### config.mk
export PLATFORM = sky130hd
export DESIGN_NAME = crsmp_queue
export DESIGN_NICKNAME = d
export VERILOG_FILES = /design/src/hw/rtl/crsmp_pkg.sv /design/src/hw/rtl/crsmp_queue.sv
export SDC_FILE = /design/constraint.sdc
export NUM_CORES = 1
export LEC_CHECK = 0
export BUFFER_PORTS_ARGS = -buffer_cell sky130_fd_sc_hd__buf_4
export CORE_MARGIN = 2
export CORE_UTILIZATION = 58
export CTS_BUF_LIST = sky130_fd_sc_hd__clkbuf_8
export DETAILED_ROUTE_END_ITERATION = 16
export PLACE_DENSITY = 0.9
export SLEW_MARGIN = 20
export SYNTH_ARGS = -nofsm -noshare
export SYNTH_HDL_FRONTEND = slang
export SYNTH_SLANG_ARGS = --single-unit
### constraint.sdc
create_clock -name clk -period 4.7 [get_ports clk]
set_input_delay 0.235 -clock clk [delete_from_list [all_inputs] [get_ports clk]]
set_output_delay 0.235 -clock clk [all_outputs]
set_load 0.05 [all_outputs]
### src/hw/rtl/crsmp_pkg.sv
// Shared types and constants of the cubic Farrow resampler.
package crsmp_pkg;

  localparam int SAMPLE_W = 16;
  localparam int FRAC_W   = 16;
  localparam int POS_W    = 40;
  localparam int STEP_W   = 24;
  localparam int MAXO_W   = 16;
  localparam int CNT_W    = 24;
  localparam int PER_IN   = 16;
  localparam int PER_W    = 5;
  localparam int NUM_W    = 52;
  localparam int WGT_W    = 33;
  localparam int PROD_W   = 49;
  localparam int ACC_W    = 52;
  localparam int CFG_IW   = 2;

  localparam logic [CFG_IW-1:0] CFG_START = 2'd0;
  localparam logic [CFG_IW-1:0] CFG_STEP  = 2'd1;
  localparam logic [CFG_IW-1:0] CFG_MAXO  = 2'd2;

  localparam logic [POS_W-1:0]  START_RST = 40'd65536;
  localparam logic [STEP_W-1:0] STEP_RST  = 24'd65536;
  localparam logic [MAXO_W-1:0] MAXO_RST  = 16'd65535;

  typedef struct packed {
    logic signed [SAMPLE_W-1:0] re;
    logic signed [SAMPLE_W-1:0] im;
    logic                       last;
  } smp_t;

  typedef struct packed {
    logic signed [SAMPLE_W-1:0] re;
    logic signed [SAMPLE_W-1:0] im;
    logic [MAXO_W-1:0]          idx;
    logic                       done;
    logic                       run_end;
  } res_t;

  typedef struct packed {
    logic [POS_W-1:0]  start_position;
    logic [STEP_W-1:0] step_ratio;
    logic [MAXO_W-1:0] max_outputs;
  } cfg_t;

  typedef enum logic [2:0] {
    S_IDLE,
    S_CHECK,
    S_M2,
    S_M3,
    S_WGT,
    S_MAC,
    S_RND,
    S_FIN
  } seq_state_t;

endpackage

### src/hw/rtl/crsmp_queue.sv
// Two-entry input queue that decouples sample acceptance from interpolation.
module crsmp_queue (
  input  logic               clk,
  input  logic               rst_n,
  input  logic               push,
  input  crsmp_pkg::smp_t    push_data,
  output logic               full,
  input  logic               pop,
  output logic               head_valid,
  output crsmp_pkg::smp_t    head
);

  crsmp_pkg::smp_t mem_r [2];
  logic            wp_r, wp_nxt;
  logic            rp_r, rp_nxt;
  logic [1:0]      cnt_r, cnt_nxt;

  always_comb begin
    wp_nxt  = push ? ~wp_r : wp_r;
    rp_nxt  = pop ? ~rp_r : rp_r;
    cnt_nxt = cnt_r + {1'b0, push} - {1'b0, pop};
  end

  always_ff @(posedge clk) begin
    if (!rst_n) begin
      wp_r  <= 1'b0;
      rp_r  <= 1'b0;
      cnt_r <= 2'd0;
    end else begin
      wp_r  <= wp_nxt;
      rp_r  <= rp_nxt;
      cnt_r <= cnt_nxt;
    end
  end

  always_ff @(posedge clk) begin
    if (push) begin
      mem_r[wp_r] <= push_data;
    end
  end

  assign full       = (cnt_r == 2'd2);
  assign head_valid = (cnt_r != 2'd0);
  assign head       = mem_r[rp_r];

endmodule

==> impl_metrics.csv, run 1 <==
group,metric,value,unit
outcome,status,"finished, final reports clean",
die,dieArea,5340,um^2
timing,timing.slew.headroom,0.315,
timing,maxSlewViolCount,0,
placed_design,place.gp.congestion,0.688,
worst_setup_path,r2r-start,"wp_r",
detailed_routing,routed_via_density,5.11,
timing,fin_skew,0.00855,ns
detailed_routing,wirelength,4590,um
power_and_ir_drop,clkPwrFrac,0.273,
die,ios,72,
logic_synthesis,synth_warnings,0,
power_and_ir_drop,p_sw_frac,0.281,
worst_setup_path,crit_path_start_kind,"flop",
min_path,hp-start,"push_data[26]",
clock_network,h-tree-depth,3,
power_and_ir_drop,vdd_drop_max,0.293,mV
detailed_routing,drtAntennaViolNets,0,
die,dieHeight,73.0,um
die,die_w,73.0,um
timing,fmax,455,MHz
global_routing,grt_pass1_wl,6870,um
clock_network,cts_sinks,71,
timing,tightest_slew,1.03,ns
timing,rsz0062_at_grt,"false",
final_layout,final_nets,242,
logic_synthesis,syn-cell-area,2770,um^2
power_and_ir_drop,combPwrFrac,0.205,
die,initial_core_util,0.593,
logic_synthesis,synth.top_cells.by_area,"edfxtp_1, mux2_4, dfxtp_1",
logic_synthesis,yosys.area.top_type_share,0.717,
clock_network,postCtsHoldBufs,0,
clock_network,root_buffer,"clkbuf_8",
placed_design,place_area,3310,um^2
clock_network,clkTransAtPathRegs,0.07,ns
logic_synthesis,syn-instance-count,124,
detailed_routing,dr.pass1.iters,4,
clock_network,cts_buffers,9,
final_layout,final_common_cell,"buf_4",
global_routing,antenna_found_initial,0,
power_and_ir_drop,power_density,417,nW/um^2
clock_network,insertion_delay,0.33,ns
power_and_ir_drop,p_switching,407,uW
final_layout,antenna_cells,0,
worst_setup_path,r2r_setup_slack,3.23,ns
logic_synthesis,synth_nets,163,
timing,finalHoldViolations,0,
worst_setup_path,end_kind,"output pin",
timing,layout_min_cycle_time,2.20,ns
worst_setup_path,worst-setup-path-type,"reg2out",
clock_network,post_cts_buffers,0,
global_routing,overflow,0,
global_routing,first_global_vias,1411,
die,core_area,4660,um^2
die,rows,25,
timing,setup_tns,0,ns
placed_design,portBuffers,71,
final_layout,area_delta_synth_final,25.7,%
global_routing,grt_max_degree,35,
worst_setup_path,crit_path_max_fanout,33,
min_path,hold_class,"in2reg",
job,cap_viol_max_count,0,
worst_setup_path,cp.required,4.47,ns
logic_synthesis,seq_area_frac_synth,0.753,
final_layout,fillCellCount,268,
final_layout,drive_gt1_frac,0.591,
final_layout,finalInstanceArea,3480,um^2
worst_setup_path,r2r_end,"mem_r[0][0]",
detailed_routing,drcViolationCount,0,
final_layout,final_cell_mix,"buf_4, edfxtp_1, mux2_4, clkbuf_8",
clock_network,cts_resized,0,
worst_setup_path,worstPathArrival,1.96,ns
detailed_routing,dr_total_vias,1338,
global_routing,grt_usage,0.182,
logic_synthesis,avgSynthCellArea,22.3,um^2
detailed_routing,drt_iter0_markers,121,
logic_synthesis,synth_area_leader_cell,"edfxtp_1",
worst_setup_path,endpoint,"head[32]",
clock_network,clock_path_buffers,2,
logic_synthesis,synth.distinct_cells,14,
clock_network,cts_tree,"done",
timing,finalSetupViolCount,0,
detailed_routing,avgRoutedWirePerCell,17.5,um
timing,period_share,0.468,
power_and_ir_drop,p_leak,1.41,nW
logic_synthesis,ys_ff_latch,71,
worst_setup_path,rr_worst_depth,1,
power_and_ir_drop,p_seq_frac,0.522,
placed_design,dpl.hpwl,3210,um
power_and_ir_drop,internal-power,1.04,mW
==> cell type report <==
type / instances / area [um^2] / share of cell area
Sequential cell: 71 / 2080 / 0.599
Clock buffer: 9 / 124 / 0.0356
Inverter: 2 / 7.51 / 0.00216
Timing Repair Buffer: 72 / 541 / 0.156
Multi-Input combinational cell: 47 / 612 / 0.176
Tap cell: 54 / 67.6 / 0.0194
Clock inverter: 7 / 41.3 / 0.0119
==> synthesized netlist by cell type <==
| cell type | count |
|---|---|
| xnor3_1 | 1 |
| or2_2 | 1 |
| buf_12 | 3 |
| o21a_1 | 1 |
| mux2_2 | 3 |
| nor2b_1 | 4 |
| inv_1 | 2 |
| buf_6 | 1 |
| and2_1 | 4 |
| ha_1 | 2 |
| edfxtp_1 | 66 |
| mux2_4 | 30 |
| dfxtp_1 | 5 |
| xor2_1 | 1 |
==> worst min-delay path by stage <==
stage                    to  slack [ns]  cells past startpoint
2_1_floorplan   mem_r[0][0]        0.33                      0
3_3_place_gp    mem_r[0][3]        0.42                      1
3_5_place_dp   mem_r[1][26]        0.42                      1
4_1_cts        mem_r[1][26]        0.07                      1
5_1_grt        mem_r[0][30]        0.07                      1
6_report       mem_r[1][26]        0.08                      1
==> worst max-delay path: stages (launching register included) <==
cell	delay, ns
dfxtp_2	1.01
mux2_2	0.42
buf_4	0.19
==> through the flow <==
step | power, mW | std cells | hold slack [ns] | util | setup slack, ns
3_5_place_dp | 1.07 | 246 | 0.424 | 0.710 | 2.83
2_1_floorplan | 0.986 | 124 | 0.334 | - | 2.45
6_report | 1.45 | 262 | 0.0829 | 0.746 | 2.50
3_3_place_gp | 1.06 | 246 | 0.421 | 0.710 | 2.86
5_1_grt | 1.50 | 262 | 0.0671 | 0.746 | 2.39
4_1_cts | 1.46 | 262 | 0.0708 | 0.746 | 2.47
==> power groups by stage <==
stage / clock (mW) / combinational, mW / sequential, mW
floorplan: 0 / 0.234 / 0.752
global placement: 0 / 0.291 / 0.767
detailed placement: 0 / 0.299 / 0.771
CTS: 0.405 / 0.299 / 0.757
global route: 0.431 / 0.311 / 0.760
finish: 0.395 / 0.297 / 0.756
==> logic make-up (layout without fill, tap and decap cells) <==
kind of cell | Yosys count | after routing | synth area share
DFF | 71 | 71 | 0.753
muxes | 33 | 33 | 0.175
and+or+nand+nor | 9 | 9 | 0.0204
buffers and inverters | 6 | 90 | 0.0285
adders and majority gates | 2 | 2 | 0.00905
xor gates and xnor gates | 2 | 2 | 0.0113
AOI/OAI and AO/OA | 1 | 1 | 0.00272
==> registers in the layout, indices dropped and copies added (netlist names), named ones only <==
name / cells
wp_r: 1
cnt_r: 2
mem_r: 66
rp_r: 1
==> metal layers <==
| layer | up-vias | global-route usage | part of all wire | wire length [um] |
|---|---|---|---|---|
| met5 | - | 0 | 0 | 0 |
| met4 | 0 | 0.119 | 0.027 | 124 |
| met3 | 11 | 0.0414 | 0.060 | 274 |
| met2 | 60 | 0.325 | 0.56 | 2570 |
| met1 | 632 | 0.188 | 0.35 | 1620 |
| li1 | 635 | - | - | - |
Note: power is estimated with default switching activity, not from simulation.
==> run 2: changes to the inputs <==
- ABC_AREA: unset -> 1
- CORE_UTILIZATION: 58 -> 49
- PLACE_DENSITY: 0.9 -> 0.82
- clock period: 4.7 -> 1.9 ns (I/O delays scaled with it)
==> run 2 against run 1 <==
Effect of this change: first-iteration DRC count decreased by 52%; critical path depth increased by 1; global-route usage decreased by 1.8 points; sequential cell count unchanged; clock power increased by 140%; synthesized area about the same; die area increased by 17%; largest cell class unchanged; utilization decreased by 3.9 points; cell area increased by 11%; synthesized cell count increased by 9.7%.
==> impl_metrics.csv, run 2 <==
group,metric,value,unit
worst_setup_path,rr_worst_depth,8,
timing,setup_tns,0,ns
logic_synthesis,synth.top_cells.by_area,"edfxtp_1, mux2_4, dfxtp_1",
worst_setup_path,worst-setup-path-type,"reg2out",
final_layout,top_register,"mem_r",
logic_synthesis,yosys-top-cells-count,"edfxtp_1, mux2_4, nand2_1",
power_and_ir_drop,p_leak,1.60,nW
timing,rsz0062_at_grt,"false",
worst_setup_path,endpoint,"head[0]",
clock_network,cts_resized,0,
power_and_ir_drop,power_density,905,nW/um^2
clock_network,insertion_delay,0.32,ns
clock_network,cts_sinks,71,
logic_synthesis,synth_flop_cell,"edfxtp_1",
clock_network,cts_tree,"done",
detailed_routing,dr_total_vias,1539,
worst_setup_path,r2r-start,"cnt_r[0]",
clock_network,h-tree-depth,3,
job,cap_viol_max_count,0,
power_and_ir_drop,power,3.50,mW
detailed_routing,avgRoutedWirePerCell,15.0,um
power_and_ir_drop,vdd_drop_max,0.557,mV
final_layout,largest_reg_flops,66,
logic_synthesis,seq_area_frac_synth,0.754,
global_routing,first_global_vias,1557,
worst_setup_path,r2r_end,"cnt_r[1]",
timing,maxSlewViolCount,0,
logic_synthesis,synth_warnings,0,
logic_synthesis,avgSynthCellArea,20.3,um^2
clock_network,clock_path_buffers,2,
logic_synthesis,yosysMostFrequentCell,"edfxtp_1",
global_routing,antenna_found_initial,0,
detailed_routing,routed_via_density,4.66,
final_layout,final_common_cell,"buf_4",
placed_design,dpl.cell_count,280,
placed_design,place.gp.congestion,0.786,
worst_setup_path,crit_slowest_cell,"mux2_2",
global_routing,grt_usage,0.163,
final_layout,drive_gt1_frac,0.477,
detailed_routing,wirelength,4960,um
logic_synthesis,syn-instance-count,136,
die,dieArea,6250,um^2
outcome,status,"finished, final reports clean",
final_layout,antenna_cells,0,
final_layout,final_nets,292,
min_path,hold_class,"in2reg",
logic_synthesis,syn-cell-area,2760,um^2
final_layout,seq_area,2080,um^2
final_layout,multi_input_area,591,um^2
worst_setup_path,max_stage_delay,0.39,ns
logic_synthesis,ys_ff_latch,71,
placed_design,dpl.hpwl,3300,um
die,rows,27,
final_layout,reg_top3,"mem_r (66), cnt_r (2)",
worst_setup_path,worstPathArrival,1.56,ns
global_routing,grt_max_degree,26,
timing,period_share,0.871,
timing,finalHoldViolations,0,
worst_setup_path,crit_path_max_fanout,20,
timing,whs,0.0468,ns
worst_setup_path,path_common_cell,"buf_4",
worst_setup_path,cp.required,1.80,ns
logic_synthesis,synth.distinct_cells,12,
die,core_area,5470,um^2
global_routing,grt_pass1_wl,7200,um
worst_setup_path,r2r_setup_slack,0.61,ns
final_layout,final_cells,330,
clock_network,clkTransAtPathRegs,0.06,ns
final_layout,area_delta_synth_final,40.1,%
final_layout,final_cell_mix,"buf_4, edfxtp_1, dlygate4sd3_1, mux2_4",
detailed_routing,drcViolationCount,0,
logic_synthesis,synth_nets,175,
die,die_w,79.1,um
timing,timing.slew.headroom,0.767,
detailed_routing,drtAntennaViolNets,0,
detailed_routing,dr.pass1.iters,4,
logic_synthesis,yosys.area.top_type_share,0.717,
placed_design,portBuffers,71,
worst_setup_path,cp.depth,3,
logic_synthesis,ys_async_sr_fraction,0,
clock_network,post_cts_buffers,0,
detailed_routing,drt_iter0_markers,58,
clock_network,cts_buffers,9,
timing,fmax,604,MHz
die,initial_core_util,0.505,
die,ios,72,
clock_network,root_buffer,"clkbuf_8",
worst_setup_path,cp_num_buf_inv,2,
logic_synthesis,synth_area_leader_cell,"edfxtp_1",
timing,tightest_slew,0.349,ns
timing,fin_skew,0.00704,ns
die,dieHeight,79.1,um
timing,layout_min_cycle_time,1.65,ns
logic_synthesis,synth_edf_count,66,
timing,finalSetupViolCount,0,
final_layout,fillCellCount,374,
worst_setup_path,end_kind,"output pin",
worst_setup_path,crit_path_start_kind,"flop",
worst_setup_path,path_cells,"buf_4 > mux2_2 > buf_4",
worst_setup_path,crit_family,"buffers and inverters",
global_routing,overflow,0,
## run 2: cell types whose count changed after synthesis, sizes merged
cell | previous run | this run
xor2 | 1 | 0
and2 | 4 | 0
nor2 | 0 | 8
xnor3 | 1 | 0
nand3 | 0 | 1
nor2b | 4 | 0
a21oi | 0 | 1
nand2 | 0 | 9
or2 | 1 | 0
o21a | 1 | 0
inv | 2 | 7
## run 2: logic make-up (layout without fill, tap and decap cells)
family,count (synthesis),after routing,share of synthesized area
AND/OR/NAND/NOR,18,18,0.0249
AO/OA/AOI/OAI,1,1,0.00181
flip-flops,71,71,0.754
multiplexers,33,33,0.175
buffers and inverters,11,133,0.0353
adder cells (fa/ha/maj),2,2,0.00906
## run 2: worst min-delay path, delay by kind of cell
kind | cells | cell delay, ns
buffers and inverters | 1 | 0.10
AND/OR/NAND/NOR | 2 | 0.14
## run 2: routing by layer
layer / GRT usage / wire (um)
met1: 0.170 / 1920
met2: 0.298 / 2730
met3: 0.0386 / 230
met4: 0.0931 / 80
met5: 0 / 0
## run 2: timing repair
action                                 4_1_cts  5_1_grt
endpoints found under the hold margin       67        0
setup endpoints to repair                    0        0
hold buffers                                34        0
## run 2: final cells by class
type | instances | area share
clock buffers | 9 | 0.0320
clock inverters | 7 | 0.00841
inverters | 7 | 0.00679
multi-input cells | 54 | 0.153
flip-flops and latches | 71 | 0.538
well taps | 72 | 0.0233
repair buffers | 110 | 0.239
## run 2: metrics by stage
stage	util	setup WS [ns]	area [um^2]
2_1_floorplan	-	0.297	2770
3_3_place_gp	0.616	0.610	3370
3_5_place_dp	0.616	0.594	3370
4_1_cts	0.707	0.230	3870
5_1_grt	0.707	0.165	3870
6_report	0.707	0.245	3870
## run 2: how the worst min path moves through the flow
stage                  startpoint      endpoint  slack [ns]  cells past startpoint
floorplan                   rst_n      cnt_r[0]        0.19                      2
global placement    push_data[19]  mem_r[0][19]        0.28                      1
detailed placement  push_data[17]  mem_r[0][17]        0.28                      1
CTS                          push          wp_r        0.02                      3
global route                  pop          rp_r        0.05                      3
finish                        pop          flop        0.05                      3
## run 2: where the power goes
| group | total, mW | internal (mW) | switching, mW |
|---|---|---|---|
| sequential | 1.83 | 1.81 | 0.0265 |
| clock | 0.937 | 0.450 | 0.487 |
| combinational | 0.733 | 0.306 | 0.426 |
